[src/hdl/artt_pkg.sv]
// Shared package for the address range tag table.
// Holds the command codes, memory opcodes and the control/status structs
// that pass between the controller and the datapath. No dependencies.
package artt_pkg;

   localparam int unsigned OP_W     = 16;
   localparam int unsigned ADDR_W   = 64;
   localparam int unsigned MODE_W   = 64;

   // request command codes
   localparam logic CMD_ACCESS = 1'b0;
   localparam logic CMD_REGION = 1'b1;

   // memory access opcodes
   localparam logic [OP_W-1:0] OP_LOAD        = 16'd10;
   localparam logic [OP_W-1:0] OP_STORE       = 16'd11;
   localparam logic [OP_W-1:0] OP_LOAD_LINKED = 16'd12;
   localparam logic [OP_W-1:0] OP_STORE_COND  = 16'd13;

   typedef logic [ADDR_W-1:0] addr_type;
   typedef logic [MODE_W-1:0] mode_type;

   // controller to datapath
   typedef struct packed {
      logic load_req;     // capture the accepted request
      logic start_scan;   // point the index at the newest entry
      logic read_ent;     // read the entry at the index
      logic step_idx;     // move to the next older entry
      logic finish_hit;   // build a matching result, update mode on a region request
      logic finish_miss;  // build a miss result, insert on a region request if the table is not full
      logic load_out;     // move the result into the output register
   } artt_cmd_type;

   // datapath to controller
   typedef struct packed {
      logic is_region;
      logic is_memop;
      logic empty;
      logic last;
      logic match;
      logic out_free;
   } artt_status_type;

endpackage

[src/hdl/artt_dp.sv]
// Datapath of the address range tag table: request registers, entry memories,
// fill count, scan index, compare logic and the output register.
// Depends on artt_pkg; driven by artt_ctrl through artt_cmd_type.
module artt_dp #(
   parameter int unsigned NUM_REGIONS = 16
) (
   input  logic                           clock,
   input  logic                           reset,
   input  artt_pkg::artt_cmd_type         cmd,
   output artt_pkg::artt_status_type      status,
   input  logic                           req_cmd,
   input  logic [artt_pkg::OP_W-1:0]      req_opcode,
   input  artt_pkg::addr_type             req_access_addr,
   input  artt_pkg::addr_type             req_region_begin,
   input  artt_pkg::addr_type             req_region_end,
   input  artt_pkg::mode_type             req_region_mode,
   input  logic                           csr_valid,
   input  artt_pkg::mode_type             csr_drop_mask,
   output logic                           rsp_valid,
   input  logic                           rsp_stall,
   output logic                           rsp_forward,
   output artt_pkg::mode_type             rsp_tag,
   output logic                           rsp_hit,
   output logic                           rsp_table_full
);

   localparam int unsigned IDX_W = (NUM_REGIONS > 1) ? $clog2(NUM_REGIONS) : 1;
   localparam int unsigned CNT_W = $clog2(NUM_REGIONS + 1);

   // captured request
   logic                       cmd_ff;
   logic [artt_pkg::OP_W-1:0]  opcode_ff;
   artt_pkg::addr_type         addr_ff;
   artt_pkg::addr_type         begin_ff;
   artt_pkg::addr_type         end_ff;
   artt_pkg::mode_type         mode_ff;

   artt_pkg::mode_type         drop_mask_ff;
   logic [CNT_W-1:0]           count_ff;
   logic [CNT_W-1:0]           count_in;
   logic [IDX_W-1:0]           idx_ff;
   logic [IDX_W-1:0]           idx_in;

   // entry storage
   artt_pkg::addr_type         mem_begin [NUM_REGIONS];
   artt_pkg::addr_type         mem_end   [NUM_REGIONS];
   artt_pkg::mode_type         mem_mode  [NUM_REGIONS];

   artt_pkg::addr_type         begin_rd_ff;
   artt_pkg::addr_type         end_rd_ff;
   artt_pkg::mode_type         mode_rd_ff;

   // staged result and output register
   logic                       res_fwd_ff;
   artt_pkg::mode_type         res_tag_ff;
   logic                       res_hit_ff;
   logic                       res_full_ff;
   logic                       rsp_valid_ff;
   logic                       rsp_valid_in;
   logic                       rsp_fwd_ff;
   artt_pkg::mode_type         rsp_tag_ff;
   logic                       rsp_hit_ff;
   logic                       rsp_full_ff;

   logic                       is_region;
   logic                       table_full;
   logic                       do_update;
   logic                       do_insert;
   logic [IDX_W-1:0]           wr_idx;

   assign is_region  = (cmd_ff == artt_pkg::CMD_REGION);
   assign table_full = (count_ff == CNT_W'(NUM_REGIONS));
   assign do_update  = cmd.finish_hit && is_region;
   assign do_insert  = cmd.finish_miss && is_region && !table_full;
   assign wr_idx     = do_update ? idx_ff : count_ff[IDX_W-1:0];

   always_comb begin
      status.is_region = is_region;
      status.is_memop  = (opcode_ff == artt_pkg::OP_LOAD)
                      || (opcode_ff == artt_pkg::OP_STORE)
                      || (opcode_ff == artt_pkg::OP_LOAD_LINKED)
                      || (opcode_ff == artt_pkg::OP_STORE_COND);
      status.empty     = (count_ff == '0);
      status.last      = (idx_ff == '0);
      if (is_region) begin
         status.match = (begin_rd_ff == begin_ff);
      end else begin
         status.match = (addr_ff >= begin_rd_ff) && (addr_ff < end_rd_ff);
      end
      status.out_free  = !rsp_valid_ff || !rsp_stall;
   end

   always_comb begin
      idx_in = idx_ff;
      if (cmd.start_scan) begin
         idx_in = IDX_W'(count_ff - CNT_W'(1));
      end else if (cmd.step_idx) begin
         idx_in = idx_ff - IDX_W'(1);
      end
   end

   assign count_in     = do_insert ? count_ff + CNT_W'(1) : count_ff;
   assign rsp_valid_in = cmd.load_out || (rsp_valid_ff && rsp_stall);

   always_ff @(posedge clock) begin
      if (reset) begin
         drop_mask_ff <= '0;
         count_ff     <= '0;
         rsp_valid_ff <= 1'b0;
      end else begin
         if (csr_valid) begin
            drop_mask_ff <= csr_drop_mask;
         end
         count_ff     <= count_in;
         rsp_valid_ff <= rsp_valid_in;
      end
   end

   always_ff @(posedge clock) begin
      idx_ff <= idx_in;
      if (cmd.load_req) begin
         cmd_ff    <= req_cmd;
         opcode_ff <= req_opcode;
         addr_ff   <= req_access_addr;
         begin_ff  <= req_region_begin;
         end_ff    <= req_region_end;
         mode_ff   <= req_region_mode;
      end
   end

   // entry memories: one write port, one registered read port
   always_ff @(posedge clock) begin
      if (do_update || do_insert) begin
         mem_mode[wr_idx] <= mode_ff;
      end
      if (do_insert) begin
         mem_begin[wr_idx] <= begin_ff;
         mem_end[wr_idx]   <= end_ff;
      end
      if (cmd.read_ent) begin
         begin_rd_ff <= mem_begin[idx_ff];
         end_rd_ff   <= mem_end[idx_ff];
         mode_rd_ff  <= mem_mode[idx_ff];
      end
   end

   always_ff @(posedge clock) begin
      if (cmd.finish_hit) begin
         res_fwd_ff  <= !is_region && ((mode_rd_ff & drop_mask_ff) == '0);
         res_tag_ff  <= is_region ? '0 : mode_rd_ff;
         res_hit_ff  <= 1'b1;
         res_full_ff <= 1'b0;
      end else if (cmd.finish_miss) begin
         res_fwd_ff  <= !is_region;
         res_tag_ff  <= '0;
         res_hit_ff  <= 1'b0;
         res_full_ff <= is_region && table_full;
      end
      if (cmd.load_out) begin
         rsp_fwd_ff  <= res_fwd_ff;
         rsp_tag_ff  <= res_tag_ff;
         rsp_hit_ff  <= res_hit_ff;
         rsp_full_ff <= res_full_ff;
      end
   end

   assign rsp_valid      = rsp_valid_ff;
   assign rsp_forward    = rsp_fwd_ff;
   assign rsp_tag        = rsp_tag_ff;
   assign rsp_hit        = rsp_hit_ff;
   assign rsp_table_full = rsp_full_ff;

endmodule

[src/hdl/artt_ctrl.sv]
// Controller of the address range tag table: sequences the newest-to-oldest
// scan over the entry memories and hands results to the output register.
// Depends on artt_pkg; drives artt_dp through artt_cmd_type.
module artt_ctrl (
   input  logic                       clock,
   input  logic                       reset,
   input  logic                       req_valid,
   output logic                       req_stall,
   input  artt_pkg::artt_status_type  status,
   output artt_pkg::artt_cmd_type     cmd
);

   localparam logic [2:0] S_IDLE  = 3'd0;
   localparam logic [2:0] S_START = 3'd1;
   localparam logic [2:0] S_READ  = 3'd2;
   localparam logic [2:0] S_CHECK = 3'd3;
   localparam logic [2:0] S_DONE  = 3'd4;

   logic [2:0] state_ff;
   logic [2:0] state_in;

   assign req_stall = (state_ff != S_IDLE);

   always_comb begin
      state_in = state_ff;
      cmd      = '0;
      unique case (state_ff)
         S_IDLE: begin
            if (req_valid) begin
               cmd.load_req = 1'b1;
               state_in     = S_START;
            end
         end
         S_START: begin
            // skip the scan for access requests with non-memory opcodes and for an empty table
            if ((!status.is_region && !status.is_memop) || status.empty) begin
               cmd.finish_miss = 1'b1;
               state_in        = S_DONE;
            end else begin
               cmd.start_scan = 1'b1;
               state_in       = S_READ;
            end
         end
         S_READ: begin
            cmd.read_ent = 1'b1;
            state_in     = S_CHECK;
         end
         S_CHECK: begin
            if (status.match) begin
               cmd.finish_hit = 1'b1;
               state_in       = S_DONE;
            end else if (status.last) begin
               cmd.finish_miss = 1'b1;
               state_in        = S_DONE;
            end else begin
               cmd.step_idx = 1'b1;
               state_in     = S_READ;
            end
         end
         S_DONE: begin
            // hold until the output register can take the result
            if (status.out_free) begin
               cmd.load_out = 1'b1;
               state_in     = S_IDLE;
            end
         end
         default: begin
            state_in = S_IDLE;
         end
      endcase
   end

   always_ff @(posedge clock) begin
      if (reset) begin
         state_ff <= S_IDLE;
      end else begin
         state_ff <= state_in;
      end
   end

endmodule

[src/hdl/address_range_tag_table.sv]
// Top level of the address range tag table: joins artt_ctrl and artt_dp.
// Depends on artt_pkg, artt_ctrl and artt_dp.
//
//   port group  direction  handshake          carries
//   req_*       in         req_valid/stall    cmd, opcode, access_addr, region fields
//   rsp_*       out        rsp_valid/stall    forward, tag, hit, table_full
//   csr_*       in         csr_valid/ready    drop_mask
//
// One request at a time. With no scan needed (access request with a non-memory
// opcode, or empty table) it goes from S_START straight to S_DONE; otherwise the
// scan visits at most NUM_REGIONS entries, each in an S_READ memory read and an
// S_CHECK compare. The next request is taken while a result waits in the output
// register. Synchronous reset clears the table and drop_mask.
module address_range_tag_table #(
   parameter int unsigned NUM_REGIONS = 16
) (
   input  logic                       clock,
   input  logic                       reset,
   input  logic                       req_valid,
   output logic                       req_stall,
   input  logic                       req_cmd,
   input  logic [15:0]                req_opcode,
   input  logic [63:0]                req_access_addr,
   input  logic [63:0]                req_region_begin,
   input  logic [63:0]                req_region_end,
   input  logic [63:0]                req_region_mode,
   output logic                       rsp_valid,
   input  logic                       rsp_stall,
   output logic                       rsp_forward,
   output logic [63:0]                rsp_tag,
   output logic                       rsp_hit,
   output logic                       rsp_table_full,
   input  logic                       csr_valid,
   output logic                       csr_ready,
   input  logic [63:0]                csr_drop_mask
);

   artt_pkg::artt_cmd_type    cmd;
   artt_pkg::artt_status_type status;

   assign csr_ready = 1'b1;

   artt_ctrl u_ctrl (
      .clock     (clock),
      .reset     (reset),
      .req_valid (req_valid),
      .req_stall (req_stall),
      .status    (status),
      .cmd       (cmd)
   );

   artt_dp #(
      .NUM_REGIONS (NUM_REGIONS)
   ) u_dp (
      .clock            (clock),
      .reset            (reset),
      .cmd              (cmd),
      .status           (status),
      .req_cmd          (req_cmd),
      .req_opcode       (req_opcode),
      .req_access_addr  (req_access_addr),
      .req_region_begin (req_region_begin),
      .req_region_end   (req_region_end),
      .req_region_mode  (req_region_mode),
      .csr_valid        (csr_valid),
      .csr_drop_mask    (csr_drop_mask),
      .rsp_valid        (rsp_valid),
      .rsp_stall        (rsp_stall),
      .rsp_forward      (rsp_forward),
      .rsp_tag          (rsp_tag),
      .rsp_hit          (rsp_hit),
      .rsp_table_full   (rsp_table_full)
   );

   // an accepted request blocks the input until its result is moved into the output register
   a_busy_after_accept: assert property (@(posedge clock) disable iff (reset)
      (req_valid && !req_stall) |=> req_stall)
      else $error("input not stalled after an accepted request");

   // a dropped insert reports no hit, no forward and no tag
   a_full_result: assert property (@(posedge clock) disable iff (reset)
      (rsp_valid && rsp_table_full) |-> (!rsp_forward && !rsp_hit && rsp_tag == '0))
      else $error("table_full result carries other flags");

   // a result only leaves the controller when the output register is free
   a_load_when_free: assert property (@(posedge clock) disable iff (reset)
      cmd.load_out |-> (!rsp_valid || !rsp_stall))
      else $error("result loaded over a stalled response");

   // a response with a tag must be a hit
   a_tag_needs_hit: assert property (@(posedge clock) disable iff (reset)
      (rsp_valid && rsp_tag != '0) |-> rsp_hit)
      else $error("nonzero tag without a hit");

endmodule
[config.mk]
export PLATFORM = sky130hd
export DESIGN_NAME = address_range_tag_table
export DESIGN_NICKNAME = d
export VERILOG_FILES = /design/src/hdl/artt_pkg.sv /design/src/hdl/artt_dp.sv /design/src/hdl/artt_ctrl.sv /design/src/hdl/address_range_tag_table.sv
export SDC_FILE = /design/constraint.sdc
export NUM_CORES = 2
export LEC_CHECK = 0
export BUFFER_PORTS_ARGS = -buffer_cell sky130_fd_sc_hd__buf_2
export CORE_MARGIN = 2
export CORE_UTILIZATION = 40
export DETAILED_ROUTE_END_ITERATION = 8
export GPL_TIMING_DRIVEN = 0
export SLEW_MARGIN = 20
export SYNTH_ARGS = -nofsm -noshare
export SYNTH_HDL_FRONTEND = slang
export SYNTH_HIERARCHICAL = 1
export SYNTH_SLANG_ARGS = --single-unit
[constraint.sdc]
create_clock -name clock -period 37.8 [get_ports clock]
set_input_delay 5.67 -clock clock [delete_from_list [all_inputs] [get_ports clock]]
set_output_delay 5.67 -clock clock [all_outputs]
set_load 0.05 [all_outputs]
==> flow_summary.yaml <==
yosys:
  synth_cell_type_count: 60
  synth_adder_area_share: 0.0115
  synthMuxAreaShare: 0.144
  synth_edf_count: 3672
  yosysWarnings: 6
  synthSimpleGateAreaFrac: 0.0125
  synth_compound_area_frac: 0.0247
  synth-main-ff-cell: "edfxtp_1"
  ys_seq_area_frac: 0.790
  async_flop_share: 0
  synth_top_family_by_area: "multiplexers"
  synth-xor-area-share: 0.00378
  synth_area_mm2: 0.141
  syn_inst: 6342
  postSynthAreaPerCell_um2: 22.3
  ys_ff_latch: 3747
  synth.net_count: 6814
timing:
  hold_viol: 0
  drv_slew: 0
  setup-tns-final_ps: 0
  min_period_ps: 7810
  finalCritPeriodShare: 0.207
  finalSetupViolations: 0
  tightest_slew_ps: 1230
  fin_ws_ps: 29990
  fmax_ghz: 0.128
  rsz0062_at_grt: "false"
  slew_headroom: 0.176
  finClkSkew_ps: 85.9
worst_setup_path:
  critPathLaunchType: "flip-flop"
  crit_fanout: 9
  required_ps: 32130
  critPathArrivalTime_ps: 2140
  endpoint_kind: "output pin"
  crit_type: "reg2out"
  r2r_cells: 18
clock_network:
  cts_setup_buffers: 0
  cts-root-buf: "clkbuf_16"
  clockBufferDepth: 4
  clkTransAtPathRegs_ps: 60
  cts_sinks: 3747
  htreeDepth: 5
  cts_buffers: 383
  cts_resized: 0
  cts_tree: "built"
  clkLatencyLatePin_ps: 970
  ctsHoldBuffers: 0
placement:
  place_hpwl_mm: 271
  dpl.cell_count: 11700
  placed_cell_area_mm2: 0.155
  dpl_worst_slack_ps: 29740
  place_congestion: 0.906
  numPortBuffers: 408
routing:
  first_pass_iters: 6
  vias: 69900
  wl_per_cell_um: 31.2
  via_per_inst: 5.61
  drc: 0
  ant_nets: 0
  routed_wirelength_mm: 388
  drtIter0Drc: 8551
layout:
  final_net_count: 7861
  syn_to_final_growth_pct: 18.2
  drive_gt1_frac: 0.283
  mostFrequentLayoutCells: "3672 x edfxtp_1, 672 x mux4_2, 483 x buf_2, 393 x clkbuf_16, 356 x mux2i_1"
  fin_area_mm2: 0.167
  reg_top3: "u_dp/mem_begin (1024), u_dp/mem_end (1024), u_dp/mem_mode (1024)"
  layout_commonest_cell: "edfxtp_1"
  instances_no_fill: 12500
pwr:
  finalPower_mw: 8.56
  p_per_area_mw_per_mm2: 51.2
  seq_power_share: 0.549
  ir_drop_v: 0.0000368
  p_sw_frac: 0.206
  p_leak_nw: 55.0
  clock_power_share: 0.432
  internal_power_mw: 6.80
  switching_power_mw: 1.76
  combPwrFrac: 0.019
worst_hold_path:
  hold_path.class: "reg2reg"
  hold_depth: 0
grt:
  grt_pass1_vias: 69900
  antenna_found_initial: 42
  gr-total-overflow: 0
  grt_max_degree: 51
  grt_pass1_wl_mm: 541
  grt_usage: 0.214
die:
  ios: 412
  start_util: 0.401
  dieArea_mm2: 0.359
  die_w_um: 599
  die_height_um: 599
  core-area_mm2: 0.352
  num_rows: 218
flow_run:
  max_cap_viol_count: 0
status:
  status: "complete, no violations"
==> routing by layer <==
layer	routed length, um	up-vias	track usage
met3	28300	597	0.0322
li1	-	28800	-
met2	188000	3089	0.349
met5	54	-	0
met1	156000	37400	0.292
met4	16400	10	0.0822
==> synthesized netlist by cell type (5+ instances only) <==
| library cell | instances | share of area |
|---|---|---|
| a21o_1 | 9 | 0.00048 |
| and4_1 | 8 | 0.00050 |
| nand2_1 | 41 | 0.0011 |
| inv_1 | 137 | 0.0036 |
| a221o_1 | 147 | 0.010 |
| xor2_1 | 35 | 0.0022 |
| nand3_1 | 14 | 0.00050 |
| clkbuf_1 | 149 | 0.0040 |
| nor4_1 | 16 | 0.00071 |
| nand4_1 | 27 | 0.0012 |
| buf_2 | 73 | 0.0026 |
| o21ai_0 | 19 | 0.00067 |
| xnor2_1 | 26 | 0.0016 |
| mux4_2 | 672 | 0.11 |
| mux2i_1 | 356 | 0.025 |
| nor3_1 | 13 | 0.00046 |
| a221oi_1 | 22 | 0.0014 |
| nor2_1 | 123 | 0.0033 |
| a31oi_1 | 8 | 0.00035 |
| and3_1 | 5 | 0.00022 |
| edfxtp_1 | 3672 | 0.78 |
| buf_6 | 29 | 0.0023 |
| and2_1 | 65 | 0.0029 |
| a22o_1 | 17 | 0.0011 |
| o21a_1 | 8 | 0.00042 |
| buf_4 | 14 | 0.00074 |
| o22ai_1 | 149 | 0.0066 |
| a211oi_1 | 6 | 0.00032 |
| nand2b_1 | 11 | 0.00049 |
| dfxtp_1 | 75 | 0.011 |
| buf_1 | 28 | 0.00074 |
| a21oi_1 | 49 | 0.0017 |
| mux2_2 | 144 | 0.011 |
| ha_1 | 130 | 0.011 |
==> cell type report <==
cell class              instances  area (um2)
diodes                         13        32.5
fillers                     28800      185000
well taps                    4730        5920
plain buffers                 293        1480
multi-input cells            2165       28000
clock buffers                 470       10100
clock inverters               237        2140
flip-flops and latches       3747      112000
repair buffers                662        7260
inverters                     137         514
==> power groups by stage <==
stage / clock [mW] / combinational, mW / sequential (mW)
global placement: 0 / 0.146 / 4.80
global route: 3.93 / 0.173 / 4.70
CTS: 3.77 / 0.165 / 4.70
floorplan: 0 / 0.0669 / 4.77
detailed placement: 0 / 0.164 / 4.78
finish: 3.70 / 0.163 / 4.70
==> logic make-up (layout without fill, tap and decap cells) <==
family          count (synthesis)  count (layout)
mux                          1172            1172
other cells                     1              14
flops                        3747            3747
xor+xnor                       61              61
fa+ha+maj                     130             130
buf+inv                       430            1799
simple gates                  346             346
compound gates                455             455
==> worst max-delay path: stages, from the launching register on <==
cell     delay (ps)
dfxtp_1         380
or3_1           560
buf_2           290
==> stage by stage <==
stage | hold slack [ps] | utilization
after floorplan | 400 | -
after global placement | 403 | 0.424
after detailed placement | 405 | 0.440
after CTS | 416 | 0.475
after global routing | 427 | 0.475
final | 413 | 0.475
==> final timing paths <==
kind / from / end / slack (ps)
worst max-delay path: u_ctrl/state_ff[2] / req_stall / 29990
worst min-delay path: u_dp/res_tag_ff[34] / u_dp/rsp_tag[34] / 410
worst max register to register: u_dp/begin_ff[21] / u_dp/mem_end[15][36] / 30630
worst min register to register: u_dp/res_tag_ff[34] / u_dp/rsp_tag[34] / 410
(Power assumes the default switching activity.)
